`src/assert_macros.svh`:
```
// Assertion macros used by the track follower back end.
`ifndef ASSERT_MACROS_SVH
`define ASSERT_MACROS_SVH

`ifndef NO_ASSERTIONS

// Same-cycle implication, disabled while reset is held.
`define TCF_ASSERT_IMP(lbl, ante, cons) \
  lbl: assert property (@(posedge clk) disable iff (!rst_n) (ante) |-> (cons)) \
    else $error("tcf assertion failed");

// Next-cycle implication, disabled while reset is held.
`define TCF_ASSERT_NXT(lbl, ante, cons) \
  lbl: assert property (@(posedge clk) disable iff (!rst_n) (ante) |=> (cons)) \
    else $error("tcf assertion failed");

`else

`define TCF_ASSERT_IMP(lbl, ante, cons)
`define TCF_ASSERT_NXT(lbl, ante, cons)

`endif

`endif

```
`src/tcf_pkg.sv`:
```
// Shared types and constants of the track follower.
package tcf_pkg;

  localparam int DEF_MAX_WIDTH  = 1024;
  localparam int DEF_MAX_HEIGHT = 512;

  localparam int PIX_W  = 8;
  localparam int ROW_W  = 9;
  localparam int COL_W  = 10;
  localparam int CEN_W  = 11;
  localparam int TW_W   = 12;
  localparam int DEL_W  = 11;
  localparam int WC_W   = 11;
  localparam int CFG_W  = 11;
  localparam int CFG_AW = 2;
  localparam int FW_W   = 11;
  localparam int FH_W   = 10;

  localparam int QDEPTH = 4;
  localparam int QPW    = $clog2(QDEPTH);
  localparam int QCW    = $clog2(QDEPTH + 1);

  localparam logic [PIX_W-1:0] PIX_WHITE = 8'd255;
  localparam logic [PIX_W-1:0] PIX_BLACK = 8'd0;

  localparam logic [CFG_AW-1:0] REG_FRAME_WIDTH   = 2'd0;
  localparam logic [CFG_AW-1:0] REG_FRAME_HEIGHT  = 2'd1;
  localparam logic [CFG_AW-1:0] REG_CENTER_COLUMN = 2'd2;

  localparam logic [FW_W-1:0]  RST_FRAME_WIDTH   = 11'd640;
  localparam logic [FH_W-1:0]  RST_FRAME_HEIGHT  = 10'd330;
  localparam logic [COL_W-1:0] RST_CENTER_COLUMN = 10'd320;

  typedef enum logic [1:0] {
    CLS_NONE  = 2'd0,
    CLS_WHITE = 2'd1,
    CLS_BLACK = 2'd2
  } cls_t;

  typedef struct packed {
    logic frame_start;
    cls_t cls;
  } tcf_word_t;

  typedef struct packed {
    logic              frame_done;
    logic              track_lost;
    logic [DEL_W-1:0]  column_delta;
    logic [TW_W-1:0]   track_width;
    logic [CEN_W-1:0]  centered_column;
    logic [COL_W-1:0]  track_column;
    logic [ROW_W-1:0]  row_index;
  } tcf_result_t;

endpackage

```
`src/tcf_front.sv`:
```
// Front end: classify incoming pixels and queue them for the back end.
module tcf_front (
  input  logic                      clk,
  input  logic                      rst_n,
  input  logic                      in_tvalid,
  output logic                      in_tready,
  input  logic [tcf_pkg::PIX_W-1:0] in_pixel,
  input  logic                      in_frame_start,
  output logic                      q_valid,
  output tcf_pkg::tcf_word_t        q_word,
  input  logic                      q_pop
);
  import tcf_pkg::*;

  tcf_word_t        fifo_r [QDEPTH];
  logic [QPW-1:0]   wr_ptr_r, wr_ptr_nxt;
  logic [QPW-1:0]   rd_ptr_r, rd_ptr_nxt;
  logic [QCW-1:0]   cnt_r, cnt_nxt;
  logic             push;
  tcf_word_t        push_word;

  always_comb begin
    push_word.frame_start = in_frame_start;
    if (in_pixel == PIX_WHITE) begin
      push_word.cls = CLS_WHITE;
    end else if (in_pixel == PIX_BLACK) begin
      push_word.cls = CLS_BLACK;
    end else begin
      push_word.cls = CLS_NONE;
    end
  end

  assign in_tready = (cnt_r != QCW'(QDEPTH));
  assign push      = in_tvalid && in_tready;
  assign q_valid   = (cnt_r != '0);
  assign q_word    = fifo_r[rd_ptr_r];

  always_comb begin
    wr_ptr_nxt = push ? wr_ptr_r + QPW'(1) : wr_ptr_r;
    rd_ptr_nxt = q_pop ? rd_ptr_r + QPW'(1) : rd_ptr_r;
    cnt_nxt    = cnt_r + QCW'(push) - QCW'(q_pop);
  end

  always_ff @(posedge clk) begin
    if (!rst_n) begin
      wr_ptr_r <= '0;
      rd_ptr_r <= '0;
      cnt_r    <= '0;
    end else begin
      wr_ptr_r <= wr_ptr_nxt;
      rd_ptr_r <= rd_ptr_nxt;
      cnt_r    <= cnt_nxt;
    end
  end

  always_ff @(posedge clk) begin
    if (push) begin
      fifo_r[wr_ptr_r] <= push_word;
    end
  end

endmodule

```
`src/tcf_back.sv`:
```
// Back end: row store, row bookkeeping, edge search and result register.
`include "assert_macros.svh"

module tcf_back #(
  parameter int MAX_WIDTH  = tcf_pkg::DEF_MAX_WIDTH,
  parameter int MAX_HEIGHT = tcf_pkg::DEF_MAX_HEIGHT
) (
  input  logic                                clk,
  input  logic                                rst_n,
  input  logic [$clog2(MAX_WIDTH+1)-1:0]      eff_width,
  input  logic [$clog2(MAX_HEIGHT+1)-1:0]     eff_height,
  input  logic [tcf_pkg::COL_W-1:0]           center_column,
  input  logic                                q_valid,
  input  tcf_pkg::tcf_word_t                  q_word,
  output logic                                q_pop,
  output logic                                res_valid,
  input  logic                                res_ready,
  output tcf_pkg::tcf_result_t                res_word
);
  import tcf_pkg::*;

  localparam int CW = $clog2(MAX_WIDTH);
  localparam int WW = $clog2(MAX_WIDTH + 1);
  localparam int SW = WW + 1;

  typedef enum logic [4:0] {
    ST_STREAM = 5'b00001,
    ST_SEED   = 5'b00010,
    ST_LEFT   = 5'b00100,
    ST_RIGHT  = 5'b01000,
    ST_RESULT = 5'b10000
  } state_t;

  state_t            state_r, state_nxt;
  logic [CW-1:0]     col_r, col_nxt;
  logic [ROW_W-1:0]  row_r, row_nxt;
  logic [WC_W-1:0]   wc_r, wc_nxt;
  logic [COL_W-1:0]  prev_r, prev_nxt;
  logic              stopped_r, stopped_nxt;
  logic [CW-1:0]     seed_r, seed_nxt;
  logic [WW-1:0]     left_r, left_nxt;
  logic [SW-1:0]     right_r, right_nxt;
  logic              lost_r, lost_nxt;
  logic [SW-1:0]     scan_r, scan_nxt;
  logic [WW-1:0]     n_r, n_nxt;
  logic              chk_vld_r, chk_vld_nxt;
  logic [CW-1:0]     chk_idx_r, chk_idx_nxt;
  logic              out_valid_r, out_valid_nxt;
  tcf_result_t       out_word_r, out_word_nxt;

  cls_t              mem [MAX_WIDTH];
  cls_t              rd_data_r;
  logic              mem_we;
  logic [CW-1:0]     mem_waddr;
  logic              rd_en;
  logic [CW-1:0]     rd_addr;

  logic              s_fs, s_stop, s_last;
  logic [CW-1:0]     s_col, seed_clamp;
  logic [ROW_W-1:0]  s_row;
  logic [WC_W-1:0]   s_wc, s_wc_new;
  logic              issue_up, issue_dn;
  logic [WW-1:0]     n_new;
  logic              n_hit;
  logic [SW-1:0]     edge_sum;
  logic [COL_W-1:0]  r_track;
  logic              r_done;
  tcf_result_t       r_word;

  // Stream-side view with a frame start applied.
  always_comb begin
    s_fs     = q_word.frame_start;
    s_col    = s_fs ? '0 : col_r;
    s_row    = s_fs ? '0 : row_r;
    s_wc     = s_fs ? '0 : wc_r;
    s_stop   = s_fs ? 1'b0 : stopped_r;
    s_wc_new = (s_row == '0 && q_word.cls == CLS_WHITE) ? s_wc + WC_W'(1) : s_wc;
    s_last   = (WW'(s_col) + WW'(1)) >= eff_width;
    if (32'(prev_r) > 32'(eff_width) - 32'd1) begin
      seed_clamp = CW'(eff_width - WW'(1));
    end else begin
      seed_clamp = CW'(prev_r);
    end
  end

  always_comb begin
    issue_up = scan_r < SW'(eff_width);
    issue_dn = !scan_r[SW-1];
    n_new    = n_r + WW'(rd_data_r == CLS_WHITE);
    n_hit    = 32'(n_new) == 32'(wc_r >> 1);
    edge_sum = SW'(left_r) + right_r;
  end

  // Result of the finished search.
  always_comb begin
    if (lost_r) begin
      r_track = '0;
    end else if (row_r == '0) begin
      r_track = COL_W'(seed_r);
    end else begin
      r_track = COL_W'(edge_sum >> 1);
    end
    r_done = lost_r || ((32'(row_r) + 32'd1) >= 32'(eff_height));
    r_word.row_index    = row_r;
    r_word.track_column = r_track;
    r_word.track_lost   = lost_r;
    r_word.frame_done   = r_done;
    if (lost_r) begin
      r_word.centered_column = '0;
      r_word.track_width     = '0;
      r_word.column_delta    = '0;
    end else begin
      r_word.centered_column = CEN_W'(r_track) - CEN_W'(center_column);
      r_word.track_width     = TW_W'($signed(right_r)) - TW_W'(left_r);
      r_word.column_delta    = (row_r == '0) ? '0 : DEL_W'(r_track) - DEL_W'(prev_r);
    end
  end

  always_comb begin
    state_nxt     = state_r;
    col_nxt       = col_r;
    row_nxt       = row_r;
    wc_nxt        = wc_r;
    prev_nxt      = prev_r;
    stopped_nxt   = stopped_r;
    seed_nxt      = seed_r;
    left_nxt      = left_r;
    right_nxt     = right_r;
    lost_nxt      = lost_r;
    scan_nxt      = scan_r;
    n_nxt         = n_r;
    chk_vld_nxt   = 1'b0;
    chk_idx_nxt   = chk_idx_r;
    q_pop         = 1'b0;
    mem_we        = 1'b0;
    mem_waddr     = s_col;
    rd_en         = 1'b0;
    rd_addr       = scan_r[CW-1:0];
    out_valid_nxt = out_valid_r && !res_ready;
    out_word_nxt  = out_word_r;
    case (state_r)
      ST_STREAM: begin
        q_pop = q_valid;
        if (q_valid) begin
          if (s_fs) begin
            col_nxt     = '0;
            row_nxt     = '0;
            wc_nxt      = '0;
            stopped_nxt = 1'b0;
          end
          if (!s_stop) begin
            mem_we = 1'b1;
            wc_nxt = s_wc_new;
            if (!s_last) begin
              col_nxt = s_col + CW'(1);
            end else begin
              col_nxt  = '0;
              lost_nxt = 1'b0;
              n_nxt    = '0;
              if (s_row == '0) begin
                seed_nxt  = '0;
                scan_nxt  = '0;
                state_nxt = (s_wc_new >= WC_W'(2)) ? ST_SEED : ST_LEFT;
              end else begin
                seed_nxt  = seed_clamp;
                scan_nxt  = SW'(seed_clamp);
                state_nxt = ST_LEFT;
              end
            end
          end
        end
      end
      ST_SEED: begin
        if (issue_up) begin
          rd_en       = 1'b1;
          chk_vld_nxt = 1'b1;
          chk_idx_nxt = scan_r[CW-1:0];
          scan_nxt    = scan_r + SW'(1);
        end
        if (chk_vld_r) begin
          n_nxt = n_new;
          if (n_hit) begin
            seed_nxt    = chk_idx_r;
            scan_nxt    = SW'(chk_idx_r);
            chk_vld_nxt = 1'b0;
            state_nxt   = ST_LEFT;
          end
        end else if (!issue_up) begin
          seed_nxt  = '0;
          scan_nxt  = '0;
          state_nxt = ST_LEFT;
        end
      end
      ST_LEFT: begin
        if (issue_dn) begin
          rd_en       = 1'b1;
          chk_vld_nxt = 1'b1;
          chk_idx_nxt = scan_r[CW-1:0];
          scan_nxt    = scan_r - SW'(1);
        end
        if (chk_vld_r) begin
          if (row_r != '0 && chk_idx_r == seed_r && rd_data_r != CLS_WHITE) begin
            lost_nxt    = 1'b1;
            chk_vld_nxt = 1'b0;
            state_nxt   = ST_RESULT;
          end else if (rd_data_r == CLS_BLACK) begin
            left_nxt    = WW'(chk_idx_r) + WW'(1);
            scan_nxt    = SW'(seed_r);
            chk_vld_nxt = 1'b0;
            state_nxt   = ST_RIGHT;
          end
        end else if (!issue_dn) begin
          left_nxt  = '0;
          scan_nxt  = SW'(seed_r);
          state_nxt = ST_RIGHT;
        end
      end
      ST_RIGHT: begin
        if (issue_up) begin
          rd_en       = 1'b1;
          chk_vld_nxt = 1'b1;
          chk_idx_nxt = scan_r[CW-1:0];
          scan_nxt    = scan_r + SW'(1);
        end
        if (chk_vld_r) begin
          if (rd_data_r == CLS_BLACK) begin
            right_nxt   = SW'(chk_idx_r) - SW'(1);
            chk_vld_nxt = 1'b0;
            state_nxt   = ST_RESULT;
          end
        end else if (!issue_up) begin
          right_nxt = SW'(eff_width);
          state_nxt = ST_RESULT;
        end
      end
      ST_RESULT: begin
        if (!out_valid_r || res_ready) begin
          out_valid_nxt = 1'b1;
          out_word_nxt  = r_word;
          if (!lost_r) begin
            prev_nxt = r_track;
          end
          if (r_done) begin
            stopped_nxt = 1'b1;
          end else begin
            row_nxt = row_r + ROW_W'(1);
          end
          state_nxt = ST_STREAM;
        end
      end
      default: begin
        state_nxt = ST_STREAM;
      end
    endcase
  end

  always_ff @(posedge clk) begin
    if (!rst_n) begin
      state_r     <= ST_STREAM;
      col_r       <= '0;
      row_r       <= '0;
      wc_r        <= '0;
      prev_r      <= '0;
      stopped_r   <= 1'b1;
      chk_vld_r   <= 1'b0;
      out_valid_r <= 1'b0;
    end else begin
      state_r     <= state_nxt;
      col_r       <= col_nxt;
      row_r       <= row_nxt;
      wc_r        <= wc_nxt;
      prev_r      <= prev_nxt;
      stopped_r   <= stopped_nxt;
      chk_vld_r   <= chk_vld_nxt;
      out_valid_r <= out_valid_nxt;
    end
  end

  always_ff @(posedge clk) begin
    seed_r     <= seed_nxt;
    left_r     <= left_nxt;
    right_r    <= right_nxt;
    lost_r     <= lost_nxt;
    scan_r     <= scan_nxt;
    n_r        <= n_nxt;
    chk_idx_r  <= chk_idx_nxt;
    out_word_r <= out_word_nxt;
  end

  // Row store: one write port for the stream, one registered read port for the search.
  always_ff @(posedge clk) begin
    if (mem_we) begin
      mem[mem_waddr] <= q_word.cls;
    end
    if (rd_en) begin
      rd_data_r <= mem[rd_addr];
    end
  end

  assign res_valid = out_valid_r;
  assign res_word  = out_word_r;

  `TCF_ASSERT_IMP(a_chk_only_in_scan, chk_vld_r,
    (state_r == ST_SEED || state_r == ST_LEFT || state_r == ST_RIGHT))
  `TCF_ASSERT_IMP(a_left_scan_below_seed, chk_vld_r && state_r == ST_LEFT,
    chk_idx_r <= seed_r)
  `TCF_ASSERT_IMP(a_run_covers_seed, state_r == ST_RESULT && !lost_r && row_r != '0,
    (left_r <= WW'(seed_r)) && !right_r[SW-1] && (right_r >= SW'(seed_r)))
  `TCF_ASSERT_NXT(a_done_stops_frame, state_r == ST_RESULT && state_nxt == ST_STREAM && r_done,
    stopped_r)

endmodule

```
`src/track_center_line_follower_core.sv`:
```
// Track follower top: one pixel word per cycle while a row streams in and the queue has room.
// After the last pixel of a row the row store is searched with one read per cycle: the seed
// scan (first row only), then the left and right scans, and the result register loads once
// the output is free; meanwhile only the 4-word queue takes input.
// Reset (synchronous, rst_n low) clears control state and loads the register defaults;
// the block then drops pixels until a word with tuser set; the row store is not cleared.
module track_center_line_follower_core #(
  parameter int MAX_WIDTH  = tcf_pkg::DEF_MAX_WIDTH,
  parameter int MAX_HEIGHT = tcf_pkg::DEF_MAX_HEIGHT
) (
  input  logic                       clk,
  input  logic                       rst_n,
  input  logic                       in_tvalid,
  output logic                       in_tready,
  input  logic [7:0]                 in_tdata,   // [7:0] pixel
  input  logic                       in_tuser,   // [0] frame_start
  output logic                       out_tvalid,
  input  logic                       out_tready,
  // [8:0] row_index, [18:9] track_column, [29:19] centered_column,
  // [41:30] track_width, [52:42] column_delta, [55:53] zero
  output logic [55:0]                out_tdata,
  output logic                       out_tuser,  // [0] track_lost
  output logic                       out_tlast,  // frame_done
  input  logic                       cfg_we,
  input  logic [tcf_pkg::CFG_AW-1:0] cfg_addr,
  input  logic [tcf_pkg::CFG_W-1:0]  cfg_wdata
);
  import tcf_pkg::*;

  localparam int WW = $clog2(MAX_WIDTH + 1);
  localparam int HW = $clog2(MAX_HEIGHT + 1);

  // Configuration registers, to be written only while the block is idle; the block does not enforce it.
  logic [FW_W-1:0]   frame_width_r;
  logic [FH_W-1:0]   frame_height_r;
  logic [COL_W-1:0]  center_column_r;

  // Saturated frame geometry seen by the back end.
  logic [WW-1:0]     eff_width;
  logic [HW-1:0]     eff_height;

  logic              q_valid;
  logic              q_pop;
  tcf_word_t         q_word;
  tcf_result_t       res_word;

  always_ff @(posedge clk) begin
    if (!rst_n) begin
      frame_width_r   <= RST_FRAME_WIDTH;
      frame_height_r  <= RST_FRAME_HEIGHT;
      center_column_r <= RST_CENTER_COLUMN;
    end else if (cfg_we) begin
      case (cfg_addr)
        REG_FRAME_WIDTH: begin
          frame_width_r <= cfg_wdata[FW_W-1:0];
        end
        REG_FRAME_HEIGHT: begin
          frame_height_r <= cfg_wdata[FH_W-1:0];
        end
        REG_CENTER_COLUMN: begin
          center_column_r <= cfg_wdata[COL_W-1:0];
        end
        default: begin
          // drop writes to unused indexes
        end
      endcase
    end
  end

  // Clamp width to 1..MAX_WIDTH and height to 1..MAX_HEIGHT.
  always_comb begin
    if (frame_width_r == '0) begin
      eff_width = WW'(1);
    end else if (32'(frame_width_r) > MAX_WIDTH) begin
      eff_width = WW'(MAX_WIDTH);
    end else begin
      eff_width = WW'(frame_width_r);
    end
    if (frame_height_r == '0) begin
      eff_height = HW'(1);
    end else if (32'(frame_height_r) > MAX_HEIGHT) begin
      eff_height = HW'(MAX_HEIGHT);
    end else begin
      eff_height = HW'(frame_height_r);
    end
  end

  // Front: classify each pixel word as white, black or neither and queue it.
  tcf_front u_front (
    .clk            (clk),
    .rst_n          (rst_n),
    .in_tvalid      (in_tvalid),
    .in_tready      (in_tready),
    .in_pixel       (in_tdata[PIX_W-1:0]),
    .in_frame_start (in_tuser),
    .q_valid        (q_valid),
    .q_word         (q_word),
    .q_pop          (q_pop)
  );

  // Back: keep the row, search it at the row end and hold the result word.
  tcf_back #(
    .MAX_WIDTH  (MAX_WIDTH),
    .MAX_HEIGHT (MAX_HEIGHT)
  ) u_back (
    .clk           (clk),
    .rst_n         (rst_n),
    .eff_width     (eff_width),
    .eff_height    (eff_height),
    .center_column (center_column_r),
    .q_valid       (q_valid),
    .q_word        (q_word),
    .q_pop         (q_pop),
    .res_valid     (out_tvalid),
    .res_ready     (out_tready),
    .res_word      (res_word)
  );

  // Pack the result word, first field in the low bits.
  assign out_tdata = {3'b000,
                      res_word.column_delta,
                      res_word.track_width,
                      res_word.centered_column,
                      res_word.track_column,
                      res_word.row_index};
  assign out_tuser = res_word.track_lost;
  assign out_tlast = res_word.frame_done;

endmodule

```
`config.mk`:
```
export PLATFORM = sky130hd
export DESIGN_NAME = track_center_line_follower_core
export DESIGN_NICKNAME = d
export VERILOG_FILES = /design/src/tcf_pkg.sv /design/src/tcf_front.sv /design/src/tcf_back.sv /design/src/track_center_line_follower_core.sv
export VERILOG_INCLUDE_DIRS = /design/src /design/src/src
export SDC_FILE = /design/constraint.sdc
export NUM_CORES = 2
export LEC_CHECK = 0
export BUFFER_PORTS_ARGS = -buffer_cell sky130_fd_sc_hd__buf_2
export CAP_MARGIN = 5
export CORE_MARGIN = 1.5
export CORE_UTILIZATION = 45
export DETAILED_ROUTE_END_ITERATION = 8
export HOLD_SLACK_MARGIN = 0.03
export PLACE_DENSITY = 0.65
export SLEW_MARGIN = 20
export SYNTH_ARGS = -nofsm -noshare
export SYNTH_HDL_FRONTEND = slang
export SYNTH_SLANG_ARGS = --single-unit
```
`constraint.sdc`:
```
create_clock -name clk -period 35.3 [get_ports clk]
set_input_delay 7.06 -clock clk [delete_from_list [all_inputs] [get_ports clk]]
set_output_delay 7.06 -clock clk [all_outputs]
set_load 0.03 [all_outputs]
```
==> run_results.csv <==
group,metric,value,unit
run_status,outcome,"complete, no violations",
pwr,internal-power,0.00555,W
placement,gp_congestion,0.868,
grt,grt.met3_usage,4.96,%
yosys,ys_seq_area_share,68.8,%
final_layout,layout-drive-gt1-share,17.2,%
sta,tns,0,ns
worst_setup_path,required,28.24,ns
final_layout,multi_input_area,28200,µm²
yosys,syn_avg_cell_area,15.4,µm²
yosys,synth-edff-count,2184,
placement,place_area,101000,µm²
cts,cts.path.max_buffers,3,
worst_setup_path,cp_max_fo,6,
die,io-pin-count,87,
job,maxCapViolations,0,
pwr,clkPwrFrac,28.2,%
worst_hold_path,hold_class,"reg2reg",
grt,grt_overflow_total,0,
sta,slew_viol_final,0,
final_layout,syn_to_final_growth,10.9,%
grt,use_met2,40.2,%
pwr,switching_share,33.9,%
route,drt_first_pass_iters,6,
route,dr_total_vias,58549,
final_layout,seqCellArea,67300,µm²
final_layout,fin_area,109000,µm²
yosys,synth_top_area_share,67.0,%
grt,grt_first_pass_wirelength,407,mm
cts,post_cts_buffers,0,
die,rows,170,
route,post_drt_wl_per_cell,30.1,µm
final_layout,final_util,50.4,%
yosys,async_flop_share,0,%
cts,clk-insertion-delay-late,0.88,ns
die,die_area,220000,µm²
yosys,synthDistinctLibCells,91,
sta,fin_skew,0.0316,ns
cts,cts_hold_buf,0,
sta,layout_min_cycle_time,8.80,ns
grt,grt_use_met1,33.9,%
pwr,power_density,77.3,nW/µm²
grt,grt_max_degree,243,
sta,period_share,24.9,%
cts,cts_tree,"done",
yosys,ys_ff_latch,2272,
pwr,leakage,34.1,nW
worst_setup_path,cp_data_arrival_time,1.74,ns
die,initial_utilization,45.4,%
cts,cts_root_buf,"clkbuf_16",
die,core_area,215000,µm²
yosys,ys.flop_type,"edfxtp_1",
grt,grt_pass1_vias,57785,
cts,clk_pin_slew_worst_paths,0.06,ns
worst_setup_path,endpoint_kind,"output port",
final_layout,final_cell_mix,"2,184 x edfxtp_1, 1,189 x nor2_1, 440 x mux4_2",
final_layout,fin_nets,6501,
route,routed_via_density,6.23,
final_layout,nFillCells,17706,
pwr,p_sw,0.00285,W
die,die_y,469,µm
yosys,syn-cell-area,97800,µm²
sta,setup_viol,0,
grt,antenna_found_initial,9,
sta,max_freq,114,MHz
cts,cts_buffers,225,
route,drc,0,
sta,relSlewSlack,15.0,%
yosys,syn_inst,6366,
pwr,seq_power_share,41.1,%
cts,htree_levels,4,
grt,grt_usage,25.4,%
cts,cts_sinks,2272,
die,die_w,469,µm
cts,cts_resized,0,
pwr,power.share.combinational,30.7,%
sta,worst_slew_pin_slew,1.26,ns
grt,gr-max-usage-layer,"met2",
placement,io_buffers,83,
route,drt_iter0_markers,8120,
pwr,ir_worst_vdd,0.0691,mV
yosys,yosysWarnings,0,
sta,finalHoldViolCount,0,
worst_setup_path,critPathLaunchType,"flip-flop",
yosys,synth_top_area_cell,"edfxtp_1",
final_layout,layout_commonest_cell,"edfxtp_1",
route,drt-total-wl,284,mm
route,postRouteAntennaNets,0,
placement,dp_hpwl,160,mm
yosys,synth.area.top_cells,"edfxtp_1 67%, mux4_2 10%, nor2_1 4.6%",
sta,rsz0062_at_grt,"false",
worst_setup_path,path_class,"reg2out",
==> state kept, by name (all words and copies together), names as in the netlist, 2 cells and up, named ones only <==
name and cells:
u_front.fifo_r 12, u_back.right_r 12, u_back.res_word 55, u_back.mem 2048, center_column_r 10, u_back.scan_r 12, u_back.seed_r 10, u_back.left_r 11
u_front.rd_ptr_r 2, u_back.state_r 5, u_back.col_r 10, u_back.rd_data_r 2, frame_height_r 10, u_back.wc_r 11, u_front.cnt_r 3, u_back.row_r 9
u_back.chk_idx_r 10, u_front.wr_ptr_r 2, frame_width_r 11, u_back.n_r 11, u_back.prev_r 10
==> critical path, stage by stage (launching register included) <==
cell     delay [ns]
dfxtp_1        0.43
nor2_1         0.07
nand2_1        0.15
buf_2          0.22
==> power groups by stage <==
| stage | clock (W) | combinational, W | sequential, W |
|---|---|---|---|
| after floorplan | 0 | 0.00158 | 0.00380 |
| after global placement | 0 | 0.00251 | 0.00351 |
| after detailed placement | 0 | 0.00253 | 0.00351 |
| after CTS | 0.00239 | 0.00254 | 0.00345 |
| after global routing | 0.00249 | 0.00268 | 0.00345 |
| final | 0.00236 | 0.00258 | 0.00345 |
==> worst paths after layout <==
| check | from | cells past startpoint | slack, ns | endpoint |
|---|---|---|---|---|
| setup / recovery | u_front.cnt_r[1] | 3 | 26.50 | in_tready |
| setup reg to reg | u_back.scan_r[1] | 13 | 29.22 | u_back.rd_data_r[1] |
| hold reg to reg | frame_height_r[8] | 2 | 0.50 | frame_height_r[8] |
| hold / removal | frame_height_r[8] | 2 | 0.50 | frame_height_r[8] |
==> area by class of cell <==
| class | instances | area share [%] |
|---|---|---|
| Antenna cell | 6 | 0.0138 |
| Tap cell | 2838 | 3.27 |
| Timing Repair Buffer | 246 | 1.64 |
| Clock buffer | 263 | 5.40 |
| Inverter | 98 | 0.344 |
| Multi-Input combinational cell | 3523 | 26.0 |
| Sequential cell | 2272 | 62.1 |
| Clock inverter | 158 | 1.26 |
==> through the flow <==
| step | instances | hold WS (ns) | total power, W | setup slack, ns |
|---|---|---|---|---|
| 5_1_grt | 9401 | 0.524 | 0.00863 | 26.40 |
| 3_5_place_dp | 8977 | 0.493 | 0.00604 | 25.67 |
| 3_3_place_gp | 8976 | 0.486 | 0.00601 | 25.72 |
| 6_report | 9404 | 0.498 | 0.00839 | 26.50 |
| 4_1_cts | 9398 | 0.498 | 0.00838 | 26.44 |
| 2_1_floorplan | 6368 | 0.443 | 0.00538 | 19.48 |
==> per-layer routing <==
metal  vias up  part of all wire [%]
li1      24414                     -
met3       642                    10
met4         6                   5.1
met5         -                 0.017
met2      3421                    47
met1     30066                    38
==> synthesized netlist by cell type, types with 76 or more instances <==
library cell,number
mux4_2,441
nor3_1,91
ha_1,103
dfxtp_1,88
inv_1,93
mux2i_1,241
buf_1,76
nand2_1,301
edfxtp_1,2184
o21ai_0,130
nand3_1,125
clkbuf_1,288
a21oi_1,112
nor2_1,1195
==> cell families (layout without fill, tap and decap cells) <==
group           after synthesis  after routing  synth area share (%)
xor+xnor                     96             96                 0.902
other cells                   1              9               0.00383
mux                         711            711                  13.1
flops                      2272           2272                  68.8
fa+ha+maj                   108            108                  1.42
compound gates              637            637                  4.43
simple gates               1968           1968                  8.62
buf+inv                     573            765                  2.71
(Power assumes the default switching activity.)
